==> config.mk <==
export PLATFORM = sky130hd
export DESIGN_NAME = vls_alu
export DESIGN_NICKNAME = d
export VERILOG_FILES = /design/src/rtl/core/vls_pkg.sv /design/src/rtl/core/vls_alu.sv
export SDC_FILE = /design/constraint.sdc
export NUM_CORES = 2
export LEC_CHECK = 0
export BUFFER_PORTS_ARGS = -buffer_cell sky130_fd_sc_hd__buf_2
export CORE_ASPECT_RATIO = 1.75
export CORE_UTILIZATION = 35
export DETAILED_ROUTE_END_ITERATION = 6
export GPL_TIMING_DRIVEN = 0
export MAX_ROUTING_LAYER = met4
export PLACE_DENSITY = 0.58
export SLEW_MARGIN = 40
export SYNTH_ARGS = -nofsm -noshare
export SYNTH_HDL_FRONTEND = slang
export SYNTH_SLANG_ARGS = --single-unit
==> constraint.sdc <==
create_clock -name clk -period 22.6 [get_ports clk]
set_input_delay 3.39 -clock clk [delete_from_list [all_inputs] [get_ports clk]]
set_output_delay 3.39 -clock clk [all_outputs]
set_load 0.01 [all_outputs]
==> src/rtl/core/vls_pkg.sv <==
// vls_pkg: shared types and constants for the vehicle longitudinal step block
// no dependencies; used by vls_alu and vehicle_longitudinal_step
`default_nettype none

package vls_pkg;

    // signed working value: holds 48-bit magnitudes and 32-bit unsigned registers
    typedef logic signed [48:0] val_t;

    // request from the sequencer to the shared arithmetic unit
    typedef struct packed {
        logic start;
        logic is_div;
        logic lim32;
    } alu_req_t;

    // answer from the shared arithmetic unit
    typedef struct packed {
        logic done;
        val_t result;
    } alu_rsp_t;

    typedef enum logic [1:0] {
        ALU_IDLE,
        ALU_MUL,
        ALU_DIV,
        ALU_FIN
    } alu_state_t;

    typedef enum logic [2:0] {
        ST_IDLE,
        ST_READ,
        ST_ISSUE,
        ST_WAIT,
        ST_OUT
    } seq_state_t;

    typedef enum logic [3:0] {
        OP_RPM_DIV,
        OP_RPM_RATIO,
        OP_RPM_FD,
        OP_RPM_K,
        OP_F_CURVE,
        OP_F_FD,
        OP_F_RATIO,
        OP_F_EFF,
        OP_F_DIV,
        OP_CAP,
        OP_DRAG_SQ,
        OP_DRAG,
        OP_ROLL,
        OP_ACC,
        OP_SPEED,
        OP_DIST
    } op_t;

    // item kinds
    localparam logic [1:0] KIND_TICK  = 2'd0;
    localparam logic [1:0] KIND_CURVE = 2'd1;
    localparam logic [1:0] KIND_GEAR  = 2'd2;

    // register indexes on the config port
    localparam logic [1:0] REG_RPM_LIMIT   = 2'd0;
    localparam logic [1:0] REG_FINAL_DRIVE = 2'd1;
    localparam logic [1:0] REG_WHEEL_RAD   = 2'd2;
    localparam logic [1:0] REG_MASS        = 2'd3;

    // register reset values
    localparam logic [14:0] RST_RPM_LIMIT   = 15'd8000;
    localparam logic [31:0] RST_FINAL_DRIVE = 32'd262144;
    localparam logic [31:0] RST_WHEEL_RAD   = 32'd19661;
    localparam logic [31:0] RST_MASS        = 32'd65536000;

    // Q16.16 constants
    localparam val_t K_EFF  = 49'sd45875;
    localparam val_t K_DRAG = 49'sd26493;
    localparam val_t K_ROLL = 49'sd794788;
    localparam val_t K_TRAC = 49'sd321126;
    localparam val_t K_RPM  = 49'sd625823;

    localparam logic [13:0] RPM_IDLE   = 14'd1000;
    localparam val_t        RPM_IDLE_Q = 49'sd65536000;

    // saturation limits
    localparam logic [47:0] LIM48 = 48'h7FFF_FFFF_FFFF;
    localparam logic [47:0] LIM32 = 48'h0000_7FFF_FFFF;

    // iteration counts of the shared unit (last step index)
    localparam logic [5:0] MUL_LAST = 6'd2;
    localparam logic [5:0] DIV_LAST = 6'd62;

endpackage

`default_nettype wire

==> src/rtl/core/vls_alu.sv <==
// vls_alu: shared multi-cycle multiply / divide unit, Q16.16 with saturation
// depends on vls_pkg
`default_nettype none

module vls_alu (
    input  wire logic             clk,
    input  wire logic             rst_n,
    input  wire vls_pkg::alu_req_t req,
    input  wire vls_pkg::val_t    op_a,
    input  wire vls_pkg::val_t    op_b,
    output vls_pkg::alu_rsp_t     rsp
);

    vls_pkg::alu_state_t state_reg, state_next;
    logic        done_reg, done_next;
    logic [5:0]  cnt_reg, cnt_next;
    logic [95:0] acc_reg, acc_next;
    logic [47:0] a_reg, a_next;
    logic [47:0] b_reg, b_next;
    logic [48:0] rem_reg, rem_next;
    logic        neg_reg, neg_next;
    logic        div_reg, div_next;
    logic        lim32_reg, lim32_next;
    logic        zero_reg, zero_next;
    logic        ovf_reg, ovf_next;
    vls_pkg::val_t result_reg, result_next;

    logic [48:0] abs_a, abs_b;
    logic [47:0] mag_a, mag_b;
    logic [46:0] ua;
    logic [63:0] part;
    logic [48:0] rsh;
    logic        ge;
    logic [79:0] raw;
    logic        over;
    logic [47:0] limv;
    logic [47:0] magr;

    // operand magnitudes
    assign abs_a = op_a[48] ? -op_a : op_a;
    assign abs_b = op_b[48] ? -op_b : op_b;
    assign mag_a = abs_a[47:0];
    assign mag_b = abs_b[47:0];
    assign ua    = mag_a[47] ? vls_pkg::LIM48[46:0] : mag_a[46:0];

    // one 48x16 partial product per step
    assign part = a_reg * b_reg[47:32];

    // one restoring divide step
    assign rsh = {rem_reg[47:0], acc_reg[62]};
    assign ge  = rsh >= {1'b0, b_reg};

    // saturation of the finished magnitude
    assign raw  = div_reg ? {17'b0, acc_reg[62:0]} : acc_reg[95:16];
    assign over = lim32_reg ? (|raw[79:31]) : (|raw[79:47]);
    assign limv = lim32_reg ? vls_pkg::LIM32 : vls_pkg::LIM48;
    assign magr = zero_reg ? 48'd0 : ((ovf_reg || over) ? limv : raw[47:0]);

    // sequencing of the unit
    always_comb
    begin
        state_next  = state_reg;
        done_next   = 1'b0;
        cnt_next    = cnt_reg;
        acc_next    = acc_reg;
        a_next      = a_reg;
        b_next      = b_reg;
        rem_next    = rem_reg;
        neg_next    = neg_reg;
        div_next    = div_reg;
        lim32_next  = lim32_reg;
        zero_next   = zero_reg;
        ovf_next    = ovf_reg;
        result_next = result_reg;
        unique case (state_reg)
            vls_pkg::ALU_IDLE:
            begin
                if (req.start)
                begin
                    neg_next   = op_a[48] ^ op_b[48];
                    div_next   = req.is_div;
                    lim32_next = req.lim32;
                    cnt_next   = 6'd0;
                    a_next     = mag_a;
                    b_next     = mag_b;
                    rem_next   = 49'd0;
                    zero_next  = 1'b0;
                    ovf_next   = 1'b0;
                    if (req.is_div)
                    begin
                        acc_next  = {33'b0, ua, 16'b0};
                        zero_next = (ua == 47'd0);
                        ovf_next  = (mag_b == 48'd0);
                        if ((ua == 47'd0) || (mag_b == 48'd0))
                            state_next = vls_pkg::ALU_FIN;
                        else
                            state_next = vls_pkg::ALU_DIV;
                    end
                    else
                    begin
                        acc_next   = 96'd0;
                        state_next = vls_pkg::ALU_MUL;
                    end
                end
            end
            vls_pkg::ALU_MUL:
            begin
                acc_next = {acc_reg[79:0], 16'b0} + {32'b0, part};
                b_next   = {b_reg[31:0], 16'b0};
                cnt_next = cnt_reg + 6'd1;
                if (cnt_reg == vls_pkg::MUL_LAST)
                    state_next = vls_pkg::ALU_FIN;
            end
            vls_pkg::ALU_DIV:
            begin
                rem_next = ge ? (rsh - {1'b0, b_reg}) : rsh;
                acc_next = {acc_reg[95:63], acc_reg[61:0], ge};
                cnt_next = cnt_reg + 6'd1;
                if (cnt_reg == vls_pkg::DIV_LAST)
                    state_next = vls_pkg::ALU_FIN;
            end
            vls_pkg::ALU_FIN:
            begin
                result_next = neg_reg ? -{1'b0, magr} : {1'b0, magr};
                done_next   = 1'b1;
                state_next  = vls_pkg::ALU_IDLE;
            end
            default:
            begin
                state_next = vls_pkg::ALU_IDLE;
            end
        endcase
    end

    // control state
    always_ff @(posedge clk or negedge rst_n)
    begin
        if (!rst_n)
        begin
            state_reg <= vls_pkg::ALU_IDLE;
            done_reg  <= 1'b0;
        end
        else
        begin
            state_reg <= state_next;
            done_reg  <= done_next;
        end
    end

    // datapath
    always_ff @(posedge clk)
    begin
        cnt_reg    <= cnt_next;
        acc_reg    <= acc_next;
        a_reg      <= a_next;
        b_reg      <= b_next;
        rem_reg    <= rem_next;
        neg_reg    <= neg_next;
        div_reg    <= div_next;
        lim32_reg  <= lim32_next;
        zero_reg   <= zero_next;
        ovf_reg    <= ovf_next;
        result_reg <= result_next;
    end

    assign rsp = {done_reg, result_reg};

endmodule

`default_nettype wire

After elaboration in Yosys (flattened, before gate mapping)
Index checks and enable logic that the tools add are counted.
{"block": "totals", "reg_bits": 303, "input_bits": 103, "word_cells": 78}
{"block": "classes", "addsub": 6, "mul": 1, "order_cmp": 1, "n_eq_ne": 8, "n_mux": 26, "bitwise": 2, "reduce_logical": 19}
{"op": "two-way mux 48 bit", "n": 8}
{"op": "case mux 96 bit (3 select lines)", "n": 1}
{"op": "case mux 48 bit (2 select lines)", "n": 2}
{"op": "adder 96 x 64 -> 96 bit", "n": 1}
{"op": "two-way mux 96 bit", "n": 1}
{"op": "negator 48 bit", "n": 2}
{"op": "two-way mux 47 bit", "n": 2}
{"op": "two-way mux 80 bit", "n": 1}
{"op": "multiplier 48 x 16 -> 64 bit", "n": 1}
{"op": "two-way mux 63 bit", "n": 1}
{"op": "greater-or-equal comparator 49 x 48 -> 1 bit", "n": 1}
{"op": "negator 48 -> 49 bit", "n": 1}
{"op": "OR reduction 49 bit", "n": 1}
{"op": "logical NOT 48 bit", "n": 1}
{"op": "subtractor 48 bit", "n": 1}
{"op": "logical NOT 47 bit", "n": 1}
{"op": "OR reduction 33 bit", "n": 1}
{"op": "case mux 6 bit (2 select lines)", "n": 1}
{"op": "AND reduction 2 bit", "n": 5}
{"op": "two-way mux 2 bit", "n": 4}
{"op": "case mux 2 bit (4 select lines)", "n": 1}
{"op": "adder 6 x 1 -> 6 bit, second input constant", "n": 1}
{"op": "equality test 6 x 2 -> 1 bit, second input constant", "n": 1}
{"op": "equality test 6 bit, second input constant", "n": 1}
{"op": "other kinds (13)", "n": 22}

Logic depth before layout (Yosys ltp)
{"block": "logic_depth", "ltp_word": 9, "depth_mapped": 28, "ltp_nobuf": 25}

Worst setup path after synthesis
No wires, ideal clock.
{"block": "synth_timing", "path_type": "reg2reg", "from": "register b_reg[35]", "to": "register acc_reg[87], data pin", "setup_time_ns": 0.266, "arrival_ns": 6.937, "required_time_ns": 22.334, "path_slack_ns": 15.397, "path_stages_with_launch": 28, "period_less_slack_ns": 7.203, "cell_sequence": "edfxtp_1 -> clkbuf_1 -> clkbuf_1 -> nand2_1 -> fa_1 -> inv_1 -> fa_1 -> inv_1 -> fa_1 -> inv_1 -> fa_1 -> fa_1 -> inv_1 -> fa_1 -> inv_1 -> ha_1 -> clkbuf_1 -> and4_1 -> nand4_1 -> nor3_1 -> nand2_1 -> or3_1 -> a211oi_1 -> o31a_1 -> o21bai_1 -> a2111oi_0 -> xnor2_1 -> nor2_1"}
{"block": "synth_between", "elab_chain_len": 3}
{"item": "start, declared", "line": "vls_alu.sv:19", "text": "logic [47:0] b_reg, b_next;"}
{"item": "start signal, assigned", "line": "vls_alu.sv:156", "text": "b_reg <= b_next;"}
{"item": "multiplier 48 x 16 -> 64 bit", "line": "vls_alu.sv:47", "text": "assign part = a_reg * b_reg[47:32];"}
{"item": "adder 96 x 64 -> 96 bit", "line": "vls_alu.sv:108", "text": "acc_next = {acc_reg[79:0], 16'b0} + {32'b0, part};"}
{"item": "case mux 96 bit (3 select lines)", "line": "vls_alu.sv:75", "text": "unique case (state_reg)"}
{"item": "via acc_next[87]", "line": "vls_alu.sv:17", "text": "logic [95:0] acc_reg, acc_next;"}
{"item": "end signal, assigned", "line": "vls_alu.sv:154", "text": "acc_reg <= acc_next;"}
{"item": "end, declared", "line": "vls_alu.sv:17"}
The timed path passes the listed nets, and every way through them passes these cells.
A chain may end at the register's enable or synchronous reset.

Final worst setup path
{"block": "layout_timing", "from": "register b_reg[36]", "to": "register acc_reg[94], data pin"}
The elaborated chain is that of the path after synthesis.

==> run_results.csv <==
group,metric,value,unit
floorplanning,die_width,279,um
synthesis,ys_warn_count,0,
timing,rsz0062_at_grt,"no",
cts,cts.path.max_buffers,3,
drt,drt_iter0_markers,2717,
floorplanning,fp.dieArea,136000,um2
synthesis,synth_fp_nets,6407,
cts,postCtsSetupBuffers,0,
hold_path,holdPathStages,2,
timing,final_hold_viol_count,0,
synthesis,ys_ff_latch,303,
run_status,outcome,"finished clean",
setup_path,r2r_start,"b_reg[36]",
timing,slew_headroom,31.6,%
synthesis,ys_seq_area_share,19.4,%
cts,clk_pin_slew,0.07,ns
global_routing,antenna_found_initial,22,
layout,mostFrequentLayoutCell,"inv_1",
setup_path,crit_fanout,10,
floorplanning,dieHeight,486,um
flow_run,drv_cap,0,
timing,finClkSkew,0.0401,ns
timing,drv_slew,0,
timing,setup_ws,12.56,ns
cts,cts_tree,"yes",
layout,final_cell_mix,"inv_1 (1021), nand2_1 (775), fa_1 (691)",
setup_path,worstSetupStartpoint,"b_reg[36]",
setup_path,crit_arrival,10.45,ns
drt,drt_wl_total,196,mm
timing,setup_viol,0,
setup_path,max_stage_delay,0.65,ns
placement,gp_congestion,1.05,
cts,cts_buffers,31,
setup_path,cp.depth,28,
layout,nets,6592,
setup_path,startpoint_type,"flop",
hold_path,min_path_type,"reg -> reg",
drt,antenna_left,0,
synthesis,async_reset_ff_share,0.990,%
drt,dr.pass1.iters,7,
global_routing,grt_start_max_net_pins,47,
setup_path,rr_endpoint,"acc_reg[94]",
global_routing,grtUsageTotal,30.0,%
setup_path,required,23.01,ns
cts,clock-sinks,303,
placement,place_area,50200,um2
setup_path,critPathBufInv,9,
timing,tns,0,ns
timing,timing.final.crit_share,44.4,%
cts,postCtsHoldBufs,0,
setup_path,rr_worst_depth,28,
layout,drive_gt1_share,5.90,%
layout,stdcell_area,51400,um2
synthesis,syn_area_per_cell,8.68,um2
timing,worst_pin_slew,1.02,ns
hold_path,hp-start,"b_reg[2]",
timing,max_freq,0.0996,GHz
global_routing,grt_pass1_vias,43500,
placement,pre_cts_ws,12.76,ns
synthesis,synth_cell_types,81,
setup_path,path_class,"reg -> reg",
layout,syn_to_final_growth,9.47,%
cts,cts-root-buf,"clkbuf_16",
global_routing,grt_pass1_wl,285,mm
synthesis,synth_ff_type,"edfxtp_1",
setup_path,cp_slowest_cell,"clkbuf_1",
drt,dr_total_vias,40700,
setup_path,endpoint_kind,"flop",
cts,ctsHtreeMaxLevel,1,
cts,clock_latency,0.68,ns
timing,fin_crit,10.04,ns
global_routing,grt.overflow.total,0,
setup_path,crit_top_cell,"fa_1",
setup_path,rrSetupSlack,12.56,ns
floorplanning,coreArea,133000,um2
synthesis,synthesis.instances,5404,
floorplanning,io_pins,153,
cts,postCtsResizedCells,0,
synthesis,syn_area,46900,um2
setup_path,endpoint,"acc_reg[94]",
synthesis,synth_edf_count,300,
placement,portBuffers,141,
floorplanning,rows,177,
drt,post-route-drc-count,0,
floorplanning,start_util,35.3,%
drt,wl_per_cell,26.7,um
placement,hpwl,163,mm
setup_path,cpLargestDelayFamily,"adder cells",
drt,viasPerCell,5.55,
layout,largest_register_ffs,96,
synth_stat cells (10+ instances only):
| library cell | instances | area share (%) |
|---|---|---|
| a21oi_1 | 214 | 2.3 |
| or3_1 | 22 | 0.29 |
| o21ai_0 | 243 | 2.6 |
| mux2i_1 | 70 | 1.5 |
| nor2b_1 | 36 | 0.48 |
| nor4_1 | 32 | 0.43 |
| o21a_1 | 22 | 0.35 |
| inv_1 | 1022 | 8.2 |
| fa_1 | 691 | 29 |
| o41ai_1 | 15 | 0.28 |
| nand2b_1 | 26 | 0.35 |
| nand3_1 | 61 | 0.65 |
| and3_1 | 18 | 0.24 |
| a31o_2 | 12 | 0.22 |
| o22ai_1 | 18 | 0.24 |
| o211ai_1 | 32 | 0.51 |
| buf_1 | 15 | 0.12 |
| ha_1 | 209 | 5.6 |
| nand4_1 | 46 | 0.61 |
| nor3_1 | 70 | 0.75 |
| or2_2 | 17 | 0.23 |
| a211oi_1 | 30 | 0.48 |
| nor2_1 | 262 | 2.1 |
| edfxtp_1 | 300 | 19 |
| a21o_1 | 88 | 1.4 |
| xnor2_1 | 135 | 2.5 |
| a31oi_1 | 23 | 0.31 |
| xor2_1 | 103 | 1.9 |
| and2_1 | 269 | 3.6 |
| mux2_2 | 10 | 0.24 |
| a22oi_1 | 19 | 0.30 |
| nand2_1 | 776 | 6.2 |
| or4_1 | 23 | 0.37 |
| o31ai_1 | 35 | 0.56 |
| o21bai_1 | 15 | 0.24 |
| clkbuf_1 | 269 | 2.2 |
worst reg2reg max path: cells and delay by family, from the launching register on:
family	cells	cell delay, ns
buffers and inverters	9	2.46
adder cells (fa/ha/maj)	7	3.46
flip-flops	1	0.50
XOR/XNOR	1	0.23
AO/OA/AOI/OAI	8	2.82
AND/OR/NAND/NOR	3	0.36
metrics by stage:
step / instances / util [%] / hold slack, ns
2_1_floorplan: 5404 / - / 0.501
3_3_place_gp: 7245 / 37.4 / 0.525
3_5_place_dp: 7256 / 37.8 / 0.563
4_1_cts: 7314 / 38.6 / 0.576
5_1_grt: 7333 / 38.6 / 0.608
6_report: 7343 / 38.7 / 0.574
per-layer routing:
metal | global-route usage, % | share of wire [%] | vias to the layer above
li1 | - | - | 17700
met4 | 29.3 | 12 | 0
met3 | 3.77 | 5.5 | 787
met5 | - | 0 | -
met1 | 27.6 | 31 | 20500
met2 | 52.8 | 51 | 1763
logic make-up (layout without fill, tap and decap cells):
group	Yosys count	count (layout)	synth area share [%]
XOR/XNOR	238	238	4.44
AND/OR/NAND/NOR	1701	1701	17.1
other	0	29	0
flip-flops	303	303	19.4
AO/OA/AOI/OAI	866	866	11.7
multiplexers	80	80	1.73
adder cells (fa/ha/maj)	900	900	35.1
buffers and inverters	1316	1526	10.6
area by class of cell:
cell class                      count  area (um2)
Fill cell                       13800       81500
Multi-Input combinational cell   3785       33000
Sequential cell                   303        9080
Inverter                         1024        3850
Tap cell                         1700        2130
Buffer                            292        1170
Timing Repair Buffer              152         931
Clock buffer                       32         779
Clock inverter                     26         317
Antenna cell                       29        72.6
how the worst min path moves through the flow:
stage / endpoint / slack [ns]
5_1_grt: b_reg[31] / 0.61
3_3_place_gp: state_reg[1] / 0.52
4_1_cts: b_reg[19] / 0.58
2_1_floorplan: state_reg[1] / 0.50
3_5_place_dp: b_reg[23] / 0.56
6_report: b_reg[18] / 0.57
Power is left out: the tool's default activity adds up to more than one toggle a clock period on the data nets, which glitch-free logic cannot reach.
